**config.mk**
```make
export PLATFORM = sky130hd
export DESIGN_NAME = minifloat8_adder_top
export DESIGN_NICKNAME = d
export VERILOG_FILES = /design/src/mf8_pkg.sv /design/src/mf8_align.sv /design/src/mf8_norm.sv /design/src/minifloat8_adder_top.sv
export SDC_FILE = /design/constraint.sdc
export NUM_CORES = 1
export LEC_CHECK = 0
export ABC_CLOCK_PERIOD_IN_PS = 10900
export BUFFER_PORTS_ARGS = -buffer_cell sky130_fd_sc_hd__buf_2
export CAP_MARGIN = 10
export CORE_AREA = 2 2 88 90
export DETAILED_ROUTE_END_ITERATION = 7
export DIE_AREA = 0 0 90 92
export PLACE_DENSITY_LB_ADDON = 0.08
export SYNTH_ARGS = -nofsm -noshare
export SYNTH_HDL_FRONTEND = slang
export SYNTH_SLANG_ARGS = --single-unit
```
**constraint.sdc**
```tcl
create_clock -name clk_i -period 10.9 [get_ports clk_i]
set_input_delay 0.545 -clock clk_i [delete_from_list [all_inputs] [get_ports clk_i]]
set_output_delay 0.545 -clock clk_i [all_outputs]
set_load 0.01 [all_outputs]
```
**src/mf8_pkg.sv**
```systemverilog
package mf8_pkg;

  // One operand pair as it arrives on the command port
  typedef struct packed {
    logic [7:0] a_bits;
    logic [7:0] b_bits;
  } operands_t;

  // One encoded sum with its range flags
  typedef struct packed {
    logic [7:0] sum_bits;
    logic       overflow;
    logic       underflow;
  } result_t;

  // Raw sum handed from the alignment adder to the normaliser
  typedef struct packed {
    logic       bypass;       // an operand was zero: pass bypass_bits through
    logic [7:0] bypass_bits;
    logic       sign;
    logic [4:0] exp;          // biased exponent, two's complement
    logic [7:0] sig;          // hidden bit at 6, guard bits at 1:0
  } raw_sum_t;

  localparam logic [7:0] HiddenSig   = 8'h40;
  localparam logic [7:0] RoundUlp    = 8'h04;
  localparam logic [6:0] MaxMagnitude = 7'h7F;
  localparam logic [4:0] ExpFieldMax = 5'd7;
  localparam logic [4:0] ExpFieldMin = 5'd1;

endpackage

```
**src/mf8_align.sv**
```systemverilog
module mf8_align (
  input  mf8_pkg::operands_t ops_i,
  output mf8_pkg::raw_sum_t  raw_o
);

  logic       a_zero, b_zero, swap;
  logic [2:0] a_exp, b_exp, x_exp, y_exp, shift;
  logic [7:0] a_sig, b_sig, x_sig, y_sig, y_aligned;
  logic       x_neg, y_neg, unlike;
  logic [7:0] x_term, y_term, sum, sum_mag;
  logic       sum_sign;

  assign a_exp  = ops_i.a_bits[6:4];
  assign b_exp  = ops_i.b_bits[6:4];
  assign a_zero = (a_exp == 3'd0);
  assign b_zero = (b_exp == 3'd0);
  assign a_sig  = mf8_pkg::HiddenSig | {2'b00, ops_i.a_bits[3:0], 2'b00};
  assign b_sig  = mf8_pkg::HiddenSig | {2'b00, ops_i.b_bits[3:0], 2'b00};

  // Larger exponent goes to x; on a tie a stays in x
  assign swap  = (b_exp > a_exp);
  assign x_exp = swap ? b_exp : a_exp;
  assign y_exp = swap ? a_exp : b_exp;
  assign x_sig = swap ? b_sig : a_sig;
  assign y_sig = swap ? a_sig : b_sig;
  assign x_neg = swap ? ops_i.b_bits[7] : ops_i.a_bits[7];
  assign y_neg = swap ? ops_i.a_bits[7] : ops_i.b_bits[7];

  assign shift     = x_exp - y_exp;
  assign y_aligned = y_sig >> shift;

  // Negate the negative operand when signs differ
  assign unlike = (x_neg != y_neg);
  assign x_term = (unlike && x_neg) ? (~x_sig + 8'd1) : x_sig;
  assign y_term = (unlike && !x_neg) ? (~y_aligned + 8'd1) : y_aligned;
  assign sum    = x_term + y_term;

  always_comb begin
    sum_mag  = sum;
    sum_sign = x_neg;
    if (unlike) begin
      sum_sign = 1'b0;
      if (sum[7]) begin
        sum_mag  = ~sum + 8'd1;
        sum_sign = 1'b1;
      end
    end
  end

  always_comb begin
    raw_o.bypass      = a_zero || b_zero;
    raw_o.bypass_bits = a_zero ? (b_zero ? 8'h00 : ops_i.b_bits) : ops_i.a_bits;
    raw_o.sign        = sum_sign;
    raw_o.exp         = {2'b00, x_exp};
    raw_o.sig         = sum_mag;
  end

endmodule

```
**src/mf8_norm.sv**
```systemverilog
module mf8_norm (
  input  mf8_pkg::raw_sum_t raw_i,
  output mf8_pkg::result_t  res_o
);

  function automatic logic [2:0] lead_zeros(input logic [6:0] v);
    logic [2:0] n;
    logic       found;
    n     = 3'd6;
    found = 1'b0;
    for (int i = 6; i >= 0; i--) begin
      if (!found && v[i]) begin
        n     = 3'(6 - i);
        found = 1'b1;
      end
    end
    return n;
  endfunction

  logic [2:0] lz;
  logic [7:0] norm_sig, rnd_sig, fin_sig;
  logic [4:0] norm_exp, fin_exp;

  assign lz = lead_zeros(raw_i.sig[6:0]);

  always_comb begin
    if (raw_i.sig[7]) begin
      norm_sig = raw_i.sig >> 1;
      norm_exp = raw_i.exp + 5'd1;
    end else begin
      norm_sig = raw_i.sig << lz;
      norm_exp = raw_i.exp - {2'b00, lz};
    end
  end

  // Round up when guard bits are 1x and the kept fraction is odd
  assign rnd_sig = (norm_sig[1] && norm_sig[2]) ? (norm_sig + mf8_pkg::RoundUlp)
                                                : norm_sig;

  always_comb begin
    if (rnd_sig[7]) begin
      fin_sig = rnd_sig >> 1;
      fin_exp = norm_exp + 5'd1;
    end else begin
      fin_sig = rnd_sig;
      fin_exp = norm_exp;
    end
  end

  always_comb begin
    res_o.sum_bits  = 8'h00;
    res_o.overflow  = 1'b0;
    res_o.underflow = 1'b0;
    if (raw_i.bypass) begin
      res_o.sum_bits = raw_i.bypass_bits;
    end else if (raw_i.sig == 8'h00) begin
      res_o.sum_bits = 8'h00;
    end else if ($signed(fin_exp) > $signed(mf8_pkg::ExpFieldMax)) begin
      res_o.sum_bits = {raw_i.sign, mf8_pkg::MaxMagnitude};
      res_o.overflow = 1'b1;
    end else if ($signed(fin_exp) < $signed(mf8_pkg::ExpFieldMin)) begin
      res_o.underflow = 1'b1;
    end else begin
      res_o.sum_bits = {raw_i.sign, fin_exp[2:0], fin_sig[5:2]};
    end
  end

endmodule

```
**src/minifloat8_adder_top.sv**
```systemverilog
// Eight-bit minifloat adder (sign, 3-bit exponent with bias 4, 4-bit fraction).
// One operand pair is taken in every clock cycle: busy is always low. Each
// transfer gives its result, marked by done_o for one cycle, after it has
// passed the operand register and then the align/add and normalise/round
// logic into the result register. The receiver cannot hold results off and
// must take each one in the cycle it is shown. Overflow saturates to the
// largest magnitude; a nonzero sum below range flushes to zero with
// underflow set.
module minifloat8_adder_top (
  input  logic               clk_i,
  input  logic               rst_ni,
  input  logic               start,
  output logic               busy,
  input  mf8_pkg::operands_t operands_i,
  output logic               done_o,
  output mf8_pkg::result_t   result_o
);

  logic               in_vld_q;
  mf8_pkg::operands_t in_q;
  logic               out_vld_q;
  mf8_pkg::result_t   out_q, out_d;
  mf8_pkg::raw_sum_t  raw;

  assign busy = 1'b0;

  always_ff @(posedge clk_i or negedge rst_ni) begin
    if (!rst_ni) begin
      in_vld_q  <= 1'b0;
      out_vld_q <= 1'b0;
    end else begin
      in_vld_q  <= start && !busy;
      out_vld_q <= in_vld_q;
    end
  end

  always_ff @(posedge clk_i) begin
    if (start && !busy) begin
      in_q <= operands_i;
    end
    if (in_vld_q) begin
      out_q <= out_d;
    end
  end

  mf8_align u_align (
    .ops_i (in_q),
    .raw_o (raw)
  );

  mf8_norm u_norm (
    .raw_i (raw),
    .res_o (out_d)
  );

  assign done_o   = out_vld_q;
  assign result_o = out_q;

  a_done_follows: assert property (@(posedge clk_i) disable iff (!rst_ni)
    (start && !busy) |-> ##2 done_o)
    else $error("transfer gave no result two cycles later");

  a_done_cause: assert property (@(posedge clk_i) disable iff (!rst_ni)
    done_o |-> $past(start && !busy, 2))
    else $error("result without a matching transfer");

  a_flags_excl: assert property (@(posedge clk_i) disable iff (!rst_ni)
    done_o |-> !(result_o.overflow && result_o.underflow))
    else $error("overflow and underflow both set");

  a_uflow_zero: assert property (@(posedge clk_i) disable iff (!rst_ni)
    (done_o && result_o.underflow) |-> (result_o.sum_bits == 8'h00))
    else $error("underflow without flush to zero");

  a_oflow_sat: assert property (@(posedge clk_i) disable iff (!rst_ni)
    (done_o && result_o.overflow) |-> (result_o.sum_bits[6:0] == 7'h7F))
    else $error("overflow without saturation");

endmodule
```
# --- Yosys cells after proc, flatten, opt, wreduce, memory -nomap -nowiden ---
# Index checks and enable logic that the tools add are counted.
word_totals:
  regBits: 28
  latchBits: 0
  ram_bits: 0
  romBits: 0
  in_bits: 19
  elab_cells: 85
  n_memories: 0
classes:
  addsub: 9
  mul: 0
  div: 0
  order_cmp: 3
  n_eq_ne: 1
  shifts: 2
  n_mux: 38
  bitwise_logic: 3
  reduce_logical: 22
ops:
  columns: ["operator", "n"]
  rows:
  - ["8-bit two-way mux", 12]
  - ["3-bit two-way mux", 9]
  - ["8-bit by 1-bit adder with 8-bit output, second input constant", 3]
  - ["8-bit NOT", 3]
  - ["6-bit two-way mux", 3]
  - ["1-bit two-way mux", 12]
  - ["5-bit two-way mux", 2]
  - ["1-bit logical AND", 9]
  - ["8-bit by 3-bit adder with 8-bit output, second input constant", 1]
  - ["8-bit adder", 1]
  - ["8-bit zero test", 1]
  - ["8-bit by 3-bit << shifter with 8-bit output", 1]
  - ["8-bit by 3-bit right shift with 8-bit output", 1]
  - ["1-bit zero test", 7]
  - ["3-bit zero test", 2]
  - ["5-bit by 1-bit adder with 5-bit output, second input constant", 1]
  - ["5-bit by 4-bit greater-than comparator with 1-bit output, second input constant", 1]
  - ["5-bit by 2-bit < comparator with 1-bit output, second input constant", 1]
  - ["3-bit by 1-bit adder with 4-bit output, second input constant", 1]
  - ["3-bit by 3-bit subtractor with 4-bit output", 1]
  - ["3-bit greater-than comparator", 1]
  - ["3-bit OR reduction", 1]
  - ["3-bit subtractor", 1]
  - ["2-bit OR reduction", 1]
  - ["2 further kinds", 2]

# --- Logic depth before layout (Yosys ltp) ---
# Gate-level depths: netlist of the first run.
depth:
  depth_word: 41
  mapped_depth: 47
  depth_no_buf: 43

# --- By module ---
# Synthesis of the first run repeated with hierarchy kept, for this count alone.
unflattened:
  hier_cells: 416
  hier_area_um2: 3388.2
by_module_without_submodules:
  columns: ["mod", "instances", "cells_per_inst", "area_per_inst_um2", "seq_area_each_um2"]
  rows:
  - ["mf8_align", 1, 246, 1605.3, 0.0]
  - ["mf8_norm", 1, 140, 940.9, 0.0]
  - ["minifloat8_adder_top", 1, 30, 842.1, 830.8]

# --- Worst setup path before layout of the first run ---
# OpenSTA, ideal clock, no wires.
synth_timing:
  kind: "register to register"
  start: "register in_q[13] in the netlist's numbering"
  end: "register out_q (netlist bit result_o[8]), data pin"
  setup_ps: 153
  arrival_time_ps: 8587
  required_ps: 10747
  path_slack_ps: 2160
  stages_incl_launch_ff: 46
  synth_period_minus_slack_ps: 8740
  cell_sequence: "edfxtp_1 -> clkbuf_1 -> inv_1 -> ha_1 -> and2b_1 -> o21ai_2 -> nor2_1 -> buf_2 -> and3_1 -> a21oi_1 -> ha_1 -> a211o_1 -> o21ai_1 -> a41o_1 -> o21ai_0 -> o22a_1 -> buf_2 -> nand3_1 -> [... 10 more ...] -> a21oi_2 -> or2_1 -> buf_6 -> a32o_1 -> o21ai_1 -> nor2b_1 -> or2_2 -> ha_1 -> fa_1 -> xor2_1 -> a21oi_1 -> and2_1 -> xnor2_1 -> nor2_1 -> and3_1 -> mux2i_4 -> nand3_2 -> o22ai_1"
synth_rtl:
  columns: ["item", "line", "text"]
  rows:
  - ["start: declaration", "minifloat8_adder_top.sv:20", "mf8_pkg::operands_t in_q;"]
  - ["start signal: assignment", "minifloat8_adder_top.sv:39", "in_q <= operands_i;"]
  - ["end signal: assignment", "minifloat8_adder_top.sv:42", "out_q <= out_d;"]
  - ["end: declaration", "minifloat8_adder_top.sv:22", "mf8_pkg::result_t out_q, out_d;"]

==> results.yml, run 1 <==
floorplan:
  die_y_um: 92
  design.die.area_um2: 8280
  fp.dieW_um: 90
  num_rows: 32
  floorplan.initialDensity: 0.480
  placeableCoreArea_um2: 7450
  io_pins: 31
drt:
  initial_drt_markers: 160
  route.final.wire_length_mm: 8.83
  antenna_left: 0
  drcViolationCount: 0
  vias: 3305
  routed_wire_per_std_cell_um: 16.4
  detailedRoute.firstPassIterationCount: 4
  post_drt_via_cell_ratio: 6.13
synth:
  syn_avg_cell_area_um2: 8.32
  synth.lib_cells_used.distinct: 81
  post_synth_instance_area_um2: 3570
  yosysWarnings: 0
  netlist_instances: 429
  synth-seq-cells: 28
  synth-main-ff-cell: "sky130_fd_sc_hd__edfxtp_1"
  synth_seq_area_share: 0.233
  number_of_flops_mapped_to_enable_cells_by_yosys: 26
  ys_top_cells_by_area: "sky130_fd_sc_hd__edfxtp_1, sky130_fd_sc_hd__ha_1, sky130_fd_sc_hd__a21oi_1, sky130_fd_sc_hd__nor2_1, sky130_fd_sc_hd__xnor2_1"
  async_reset_ff_frac: 0.0714
  synth_fp_nets: 467
  synth_top_area_frac: 0.219
  dominant_cell_type_by_area_after_synthesis: "sky130_fd_sc_hd__edfxtp_1"
place:
  buffers_on_ports: 29
  dp_worst_setup_slack_ps: 1330
  globalplace.congestion: 0.887
  dpl.hpwl_mm: 6.93
grt:
  first_global_vias: 3006
  antenna_found_initial: 0
  gr-total-overflow: 0
  pin_count_of_the_biggest_net_entering_global_routing: 19
  grt_pass1_wl_mm: 14.3
  grt_usage: 0.208
clock_network:
  cts_hold_buf: 0
  h-tree-depth: 1
  cts_repair_resize_count: 0
  numCtsBuffers: 3
  numClockSinks: 28
  cts_max_path_buffers: 2
  postCtsSetupBuffers: 0
  cts.clk_slew.worst_paths_ps: 90
  clk-insertion-delay-late_ps: 270
  cts_tree: "yes"
  root_buffer: "sky130_fd_sc_hd__clkbuf_8"
job:
  number_of_maximum_capacitance_violations: 0
worst_setup_path:
  crit_top_cell: "sky130_fd_sc_hd__ha_1"
  critical_path_peak_fanout: 15
  r2r_cells: 39
  ff2ff_setup_slack_ps: 1180
  timing.critical_path.slowest_cell_delay_ps: 520
  timing_worst_setup_path_type: "register to register"
  worstPathArrival_ps: 9840
  slowest_stage: "sky130_fd_sc_hd__ha_1"
  cp-end-kind: "register"
  crit_required_ps: 11010
  worstSetupStartpointType: "register"
sta:
  layout_min_cycle_time_ps: 9720
  finalSetupViolCount: 0
  worst_slack_ps: 1180
  grt_setup_unrepaired: "no"
  fin_tns_setup_ps: 0
  tightest_slew_ps: 981
  final_min_period_over_clock_period: 0.892
  finalClockSkew_ps: 5.66
  maxClockFrequency_ghz: 0.103
  max_slew_margin: 0.346
  whs_ps: 33.1
  report.final.hold_viol_count: 0
  slew_viol_final: 0
layout:
  multiInputGateArea_um2: 2530
  fin_nets: 476
  sequential_cell_area_um2: 831
  layout-area-overhead-vs-synth_pct: 5.78
  fill_cells: 740
  num_antenna_cells: 0
  layout-drive-gt1-share: 0.144
worst_hold_path:
  hold_class: "input pin to asynchronous set/reset pin"
run_status:
  run_status: "complete, no violations"
-- critical path, delay by kind of cell, from the launching register on --
family | cells | cell delay, ps
compound gates | 11 | 3070
xor+xnor | 2 | 290
fa+ha+maj | 5 | 1820
flops | 1 | 450
mux | 3 | 560
simple gates | 18 | 3360
-- worst paths after layout --
| check | end | startpoint |
|---|---|---|
| setup / recovery | result_o[8]$_DFFE_PP_ | in_q[6]$_DFFE_PP_ |
| hold / removal | done_o$_DFF_PN0_ | rst_ni |
| setup reg to reg | result_o[8]$_DFFE_PP_ | in_q[6]$_DFFE_PP_ |
| hold reg to reg | done_o$_DFF_PN0_ | in_vld_q$_DFF_PN0_ |
| max in group asynchronous | in_vld_q$_DFF_PN0_ | rst_ni |
| min in group clk_i | in_q[9]$_DFFE_PP_ | operands_i[9] |
-- final cells by class --
class | instances | area share
clock buffer | 3 | 0.0109
timing repair buffer | 30 | 0.0404
multi-input combinational | 358 | 0.670
tap | 102 | 0.0338
inverter | 17 | 0.0169
clock inverter | 1 | 0.00795
sequential | 28 | 0.220
-- cells by family after synthesis --
kind of cell,after synthesis,share of synthesized area
simple gates,162,0.243
compound gates,136,0.281
buf+inv,43,0.0585
flops,28,0.233
xor+xnor,24,0.0589
fa+ha+maj,19,0.0708
mux,16,0.0540
other cells,1,0.00105
-- flip-flops by register name, summed over array words and instances (netlist names) --
name	cells
done_o	1
in_q	16
in_vld_q	1
result_o	10
-- cells in the final DEF, fill, tap and decap left out, types with 9 or more instances in the layout --
master and n:
sky130_fd_sc_hd__nor3_1 14, sky130_fd_sc_hd__ha_1 17, sky130_fd_sc_hd__xnor2_1 17, sky130_fd_sc_hd__a21oi_1 35, sky130_fd_sc_hd__nor2_1 45, sky130_fd_sc_hd__o21ai_1 9
sky130_fd_sc_hd__o21ai_0 14, sky130_fd_sc_hd__nor2b_1 10, sky130_fd_sc_hd__edfxtp_1 26, sky130_fd_sc_hd__nand2_1 26, sky130_fd_sc_hd__nand3_1 9, sky130_fd_sc_hd__mux2i_1 11
sky130_fd_sc_hd__inv_1 17, sky130_fd_sc_hd__buf_2 29
-- metal layers --
layer / GRT usage / vias up / share of wire
li1: - / 1629 / -
met1: 0.284 / 1564 / 0.48
met2: 0.352 / 97 / 0.45
met3: 0.0214 / 15 / 0.043
met4: 0.0603 / 0 / 0.020
met5: 0 / - / 0
-- cells in the mapped netlist, types with 6 or more instances --
cell type,number
sky130_fd_sc_hd__a21o_1,6
sky130_fd_sc_hd__a21oi_1,35
sky130_fd_sc_hd__a22oi_1,7
sky130_fd_sc_hd__and2_1,8
sky130_fd_sc_hd__clkbuf_1,14
sky130_fd_sc_hd__edfxtp_1,26
sky130_fd_sc_hd__ha_1,17
sky130_fd_sc_hd__inv_1,17
sky130_fd_sc_hd__mux2i_1,11
sky130_fd_sc_hd__nand2_1,26
sky130_fd_sc_hd__nand2b_1,8
sky130_fd_sc_hd__nand3_1,9
sky130_fd_sc_hd__nor2_1,45
sky130_fd_sc_hd__nor2b_1,10
sky130_fd_sc_hd__nor3_1,14
sky130_fd_sc_hd__o21ai_0,14
sky130_fd_sc_hd__o21ai_1,9
sky130_fd_sc_hd__o31ai_1,7
sky130_fd_sc_hd__xnor2_1,17
sky130_fd_sc_hd__xor2_1,7
-- stage by stage --
stage           util  area, um2  instances
2_1_floorplan      -       3570        429
3_3_place_gp   0.498       3710        535
3_5_place_dp   0.498       3710        535
4_1_cts        0.507       3780        539
5_1_grt        0.507       3780        539
6_report       0.507       3780        539
Power of run 1 is left out: the tool's default activity adds up to more than one toggle a clock period on the data nets, which glitch-free logic cannot reach.
==> run 2, diff against run 1 <==
--- a/config.mk
+++ b/config.mk
@@ -12,6 +12,7 @@
 export DETAILED_ROUTE_END_ITERATION = 7
 export DIE_AREA = 0 0 90 92
 export PLACE_DENSITY_LB_ADDON = 0.08
+export RECOVER_POWER = 50
 export SYNTH_ARGS = -nofsm -noshare
 export SYNTH_HDL_FRONTEND = slang
 export SYNTH_SLANG_ARGS = --single-unit
==> run 2 against run 1 <==
Global-route usage stayed put. Fmax is 0.20% lower. Die area stayed put. Critical path depth stayed put. Utilization hardly changed. Clock skew hardly changed. Flip-flop and latch count stayed put. Register-to-register slack worse by 20 ps.
==> results.yml, run 2 (synthesis gave the netlist of run 1 again) <==
worst_setup_path:
  timing.critical_path.slowest_cell_delay_ps: 520
  crit_top_cell: "sky130_fd_sc_hd__ha_1"
  ff2ff_setup_slack_ps: 1160
  slowest_stage: "sky130_fd_sc_hd__ha_1"
  timing_worst_setup_path_type: "register to register"
  critical_path_peak_fanout: 15
  worstPathArrival_ps: 9860
  worstSetupStartpointType: "register"
  crit_required_ps: 11010
  cp-end-kind: "register"
sta:
  final_min_period_over_clock_period: 0.894
  finalSetupViolCount: 0
  slew_viol_final: 0
  layout_min_cycle_time_ps: 9740
  fin_tns_setup_ps: 0
  max_slew_margin: 0.346
  grt_setup_unrepaired: "no"
  maxClockFrequency_ghz: 0.103
  tightest_slew_ps: 981
  finalClockSkew_ps: 5.63
  report.final.hold_viol_count: 0
grt:
  grt_pass1_wl_mm: 14.3
  first_global_vias: 3006
  pin_count_of_the_biggest_net_entering_global_routing: 19
  gr-total-overflow: 0
  grt_usage: 0.208
  antenna_found_initial: 0
layout:
  layout-area-overhead-vs-synth_pct: 5.71
  final_cell_mix: "sky130_fd_sc_hd__nor2_1, sky130_fd_sc_hd__a21oi_1, sky130_fd_sc_hd__buf_2"
  mostFrequentLayoutCell: "sky130_fd_sc_hd__nor2_1"
  instances_no_fill: 539
  fin_nets: 476
  largest_register_ff_count: 16
  layout-drive-gt1-share: 0.140
  largest-register: "in_q"
  num_antenna_cells: 0
floorplan:
  die_y_um: 92
  design.die.area_um2: 8280
  fp.dieW_um: 90
  num_rows: 32
  io_pins: 31
  floorplan.initialDensity: 0.480
  placeableCoreArea_um2: 7450
run_status:
  run_status: "complete, no violations"
clock_network:
  postCtsSetupBuffers: 0
  cts_max_path_buffers: 2
  numCtsBuffers: 3
  cts_repair_resize_count: 0
  cts_tree: "yes"
  cts_hold_buf: 0
  h-tree-depth: 1
  root_buffer: "sky130_fd_sc_hd__clkbuf_8"
  numClockSinks: 28
  clk-insertion-delay-late_ps: 270
  cts.clk_slew.worst_paths_ps: 90
place:
  dpl.hpwl_mm: 6.93
  place.detailed.instances: 535
  globalplace.congestion: 0.887
  buffers_on_ports: 29
drt:
  antenna_left: 0
  vias: 3307
  initial_drt_markers: 160
  drcViolationCount: 0
  routed_wire_per_std_cell_um: 16.4
  post_drt_via_cell_ratio: 6.14
  route.final.wire_length_mm: 8.83
  detailedRoute.firstPassIterationCount: 4
job:
  number_of_maximum_capacitance_violations: 0
worst_hold_path:
  hold_class: "input pin to asynchronous set/reset pin"
-- run 2: path summary, 6_finish.rpt --
| check | from | end | cells past startpoint |
|---|---|---|---|
| setup reg to reg | in_q[6]$_DFFE_PP_ | result_o[8]$_DFFE_PP_ | 39 |
| max in group asynchronous | rst_ni | in_vld_q$_DFF_PN0_ | 1 |
| min in group clk_i | operands_i[9] | in_q[9]$_DFFE_PP_ | 1 |
| hold / removal | rst_ni | done_o$_DFF_PN0_ | 1 |
| setup / recovery | in_q[6]$_DFFE_PP_ | result_o[8]$_DFFE_PP_ | 39 |
| hold reg to reg | in_vld_q$_DFF_PN0_ | done_o$_DFF_PN0_ | 0 |
-- run 2: per-layer routing --
| layer | vias to the layer above | part of all wire | GRT usage |
|---|---|---|---|
| li1 | 1629 | - | - |
| met5 | - | 0 | 0 |
| met3 | 15 | 0.041 | 0.0214 |
| met1 | 1568 | 0.48 | 0.284 |
| met4 | 0 | 0.020 | 0.0603 |
| met2 | 95 | 0.45 | 0.352 |
-- run 2: through the flow --
stage               utilization  setup slack [ps]  cell area, um2  hold WS (ps)
floorplan                     -              2160            3570           249
global placement          0.498              1460            3710           330
detailed placement        0.498              1330            3710           333
CTS                       0.507              1230            3780          28.7
global route              0.507               275            3770          21.2
finish                    0.507              1160            3770          33.8
-- run 2: area by class of cell --
type,instances,area [um2]
tap,102,128
clock buffer,3,41.3
clock inverter,1,30.0
sequential,28,831
timing repair buffer,30,150
inverter,17,63.8
multi-input combinational,358,2530
fill,741,3670
-- run 2: worst max-delay path, delay by kind of cell, from the launching register on --
kind	cells	cell delay, ps
flip-flops	1	450
adder cells (fa/ha/maj)	5	1820
AO/OA/AOI/OAI	11	3070
AND/OR/NAND/NOR	18	3380
multiplexers	3	560
XOR/XNOR	2	290
Power of run 2 is left out for the same reason.
==> run 3, diff against run 2 <==
--- a/config.mk
+++ b/config.mk
@@ -5,13 +5,14 @@
 export SDC_FILE = /design/constraint.sdc
 export NUM_CORES = 1
 export LEC_CHECK = 0
+export ABC_AREA = 1
 export ABC_CLOCK_PERIOD_IN_PS = 10900
 export BUFFER_PORTS_ARGS = -buffer_cell sky130_fd_sc_hd__buf_2
 export CAP_MARGIN = 10
-export CORE_AREA = 2 2 88 90
+export CORE_AREA = 2 2 82 84
 export DETAILED_ROUTE_END_ITERATION = 7
-export DIE_AREA = 0 0 90 92
-export PLACE_DENSITY_LB_ADDON = 0.08
+export DIE_AREA = 0 0 84 86
+export PLACE_DENSITY = 0.66
 export RECOVER_POWER = 50
 export SYNTH_ARGS = -nofsm -noshare
 export SYNTH_HDL_FRONTEND = slang
==> run 3 against run 2 <==
Clock-buffer cell count unchanged. Critical endpoint unchanged. Die area down 13%. Critical path type unchanged. Clock skew is 0.96 ps lower. Sequential share of layout area is 2.4 points higher. Global-route usage shrank 2.4 points. Final cell count rose by 0.19%. Synthesized cell count is 0.93% higher.
==> results.yml, run 3 <==
place:
  buffers_on_ports: 29
  dpl.hpwl_mm: 5.50
  globalplace.congestion: 0.883
  place.detailed.instances: 536
floorplan:
  design.die.area_um2: 7220
  placeableCoreArea_um2: 6280
  floorplan.initialDensity: 0.496
  io_pins: 31
  num_rows: 29
  fp.dieW_um: 84
  die_y_um: 86
clock_network:
  root_buffer: "sky130_fd_sc_hd__clkbuf_8"
  cts_max_path_buffers: 2
  cts_hold_buf: 0
  postCtsSetupBuffers: 0
  cts_repair_resize_count: 0
  numCtsBuffers: 3
  cts.clk_slew.worst_paths_ps: 90
  h-tree-depth: 1
  cts_tree: "yes"
  numClockSinks: 28
  clk-insertion-delay-late_ps: 270
grt:
  antenna_found_initial: 0
  gr-total-overflow: 0
  pin_count_of_the_biggest_net_entering_global_routing: 20
  grt_usage: 0.184
  first_global_vias: 2598
  grt_pass1_wl_mm: 11.2
worst_setup_path:
  ff2ff_setup_slack_ps: 3490
  critical_path_peak_fanout: 19
  worstSetupStartpointType: "register"
  worst-path-buf-inv: 7
  timing_worst_setup_path_type: "register to register"
  crit_top_cell: "sky130_fd_sc_hd__nand3_1"
  worstPathArrival_ps: 7430
  timing.critical_path.depth: 43
  crit_reg_reg_startpoint: "in_q[6]$_DFFE_PP_"
  timing.rr.end: "result_o[8]$_DFFE_PP_"
  r2r_cells: 43
  slowest_stage: "sky130_fd_sc_hd__fa_1"
  kind_of_cell_with_the_highest_combined_delay_on_the_critical_path: "simple AND/OR/NAND/NOR gates"
  cp-end-kind: "register"
  timing.critical_path.slowest_cell_delay_ps: 460
  crit_required_ps: 10920
layout:
  fin_nets: 502
  instances_no_fill: 540
  mostFrequentLayoutCell: "sky130_fd_sc_hd__nand2_1"
  layout-area-overhead-vs-synth_pct: 9.45
  final_core_utilization: 0.543
  largest-register: "in_q"
  layout-drive-gt1-share: 0.203
  largest_register_ff_count: 16
  final_cell_mix: "sky130_fd_sc_hd__nand2_1, sky130_fd_sc_hd__inv_1, sky130_fd_sc_hd__nand3_1"
  num_antenna_cells: 0
worst_hold_path:
  hold_class: "input pin to asynchronous set/reset pin"
job:
  number_of_maximum_capacitance_violations: 0
drt:
  routed_wire_per_std_cell_um: 12.1
  vias: 2795
  drcViolationCount: 0
  initial_drt_markers: 70
  post_drt_via_cell_ratio: 5.18
  antenna_left: 0
  detailedRoute.firstPassIterationCount: 4
  route.final.wire_length_mm: 6.54
sta:
  finalSetupViolCount: 0
  layout_min_cycle_time_ps: 7410
  maxClockFrequency_ghz: 0.135
  finalClockSkew_ps: 4.68
  report.final.hold_viol_count: 0
  final_min_period_over_clock_period: 0.679
  grt_setup_unrepaired: "no"
  max_slew_margin: 0.406
  tightest_slew_ps: 887
  slew_viol_final: 0
  fin_tns_setup_ps: 0
  whs_ps: 46.6
synth:
  post_synth_most_frequent_cells: "sky130_fd_sc_hd__nand2_1, sky130_fd_sc_hd__inv_1, sky130_fd_sc_hd__nand3_1"
  netlist_instances: 433
  post_synth_instance_area_um2: 3110
  ys_top_cells_by_area: "sky130_fd_sc_hd__edfxtp_1, sky130_fd_sc_hd__nand2_1, sky130_fd_sc_hd__nand3_1, sky130_fd_sc_hd__ha_1, sky130_fd_sc_hd__inv_1"
  synth_seq_area_share: 0.267
  post-synth-top-count-cell: "sky130_fd_sc_hd__nand2_1"
  synth_top_area_frac: 0.251
  number_of_flops_mapped_to_enable_cells_by_yosys: 26
  syn_avg_cell_area_um2: 7.19
  yosysWarnings: 0
  synth-main-ff-cell: "sky130_fd_sc_hd__edfxtp_1"
  dominant_cell_type_by_area_after_synthesis: "sky130_fd_sc_hd__edfxtp_1"
  synth.lib_cells_used.distinct: 41
  synth_fp_nets: 471
  async_reset_ff_frac: 0.0714
  synth-seq-cells: 28
run_status:
  run_status: "complete, no violations"
-- run 3: final cells by class --
type,instances,area [um2]
Tap cell,77,96.3
Multi-Input combinational cell,337,2020
Sequential cell,28,831
Timing Repair Buffer,29,143
Inverter,65,244
Clock inverter,1,30.0
Fill cell,629,2870
Clock buffer,3,41.3
-- run 3: metrics by stage --
step           instance area (um2)  setup slack, ps
2_1_floorplan                 3110             4210
3_5_place_dp                  3340             3500
3_3_place_gp                  3340             3690
5_1_grt                       3410             2700
4_1_cts                       3410             3460
6_report                      3410             3490
-- run 3: worst reg2reg max path, delay by kind of cell (launching register included) --
kind | cells | cell delay [ps]
flip-flops | 1 | 450
AO/OA/AOI/OAI | 3 | 780
XOR/XNOR | 4 | 710
adder cells (fa/ha/maj) | 5 | 1860
buffers and inverters | 7 | 730
AND/OR/NAND/NOR | 24 | 2640
-- run 3: how the worst max path moves through the flow --
stage,slack [ps],to,start
floorplan,4210,result_o[8]$_DFFE_PP_,in_q[6]$_DFFE_PP_
global placement,3690,result_o[3]$_DFFE_PP_,in_q[6]$_DFFE_PP_
detailed placement,3500,result_o[2]$_DFFE_PP_,in_q[6]$_DFFE_PP_
CTS,3460,result_o[8]$_DFFE_PP_,in_q[6]$_DFFE_PP_
global route,2700,result_o[8]$_DFFE_PP_,in_q[6]$_DFFE_PP_
finish,3490,result_o[8]$_DFFE_PP_,in_q[6]$_DFFE_PP_
-- run 3: kinds of logic after synthesis --
family | count (synthesis) | synth area share
AO/OA/AOI/OAI | 43 | 0.0824
XOR/XNOR | 18 | 0.0506
adder cells (fa/ha/maj) | 19 | 0.0812
buffers and inverters | 68 | 0.0836
flip-flops | 28 | 0.267
other | 1 | 0.00120
AND/OR/NAND/NOR | 256 | 0.434
-- run 3: layer usage --
metal | track usage | vias to the layer above | share of wire
met1 | 0.250 | 1262 | 0.48
met2 | 0.333 | 44 | 0.48
met3 | 0.0173 | 4 | 0.025
met4 | 0.0176 | 0 | 0.0083
met5 | 0 | - | 0
li1 | - | 1485 | -
Power of run 3 is left out for the same reason.
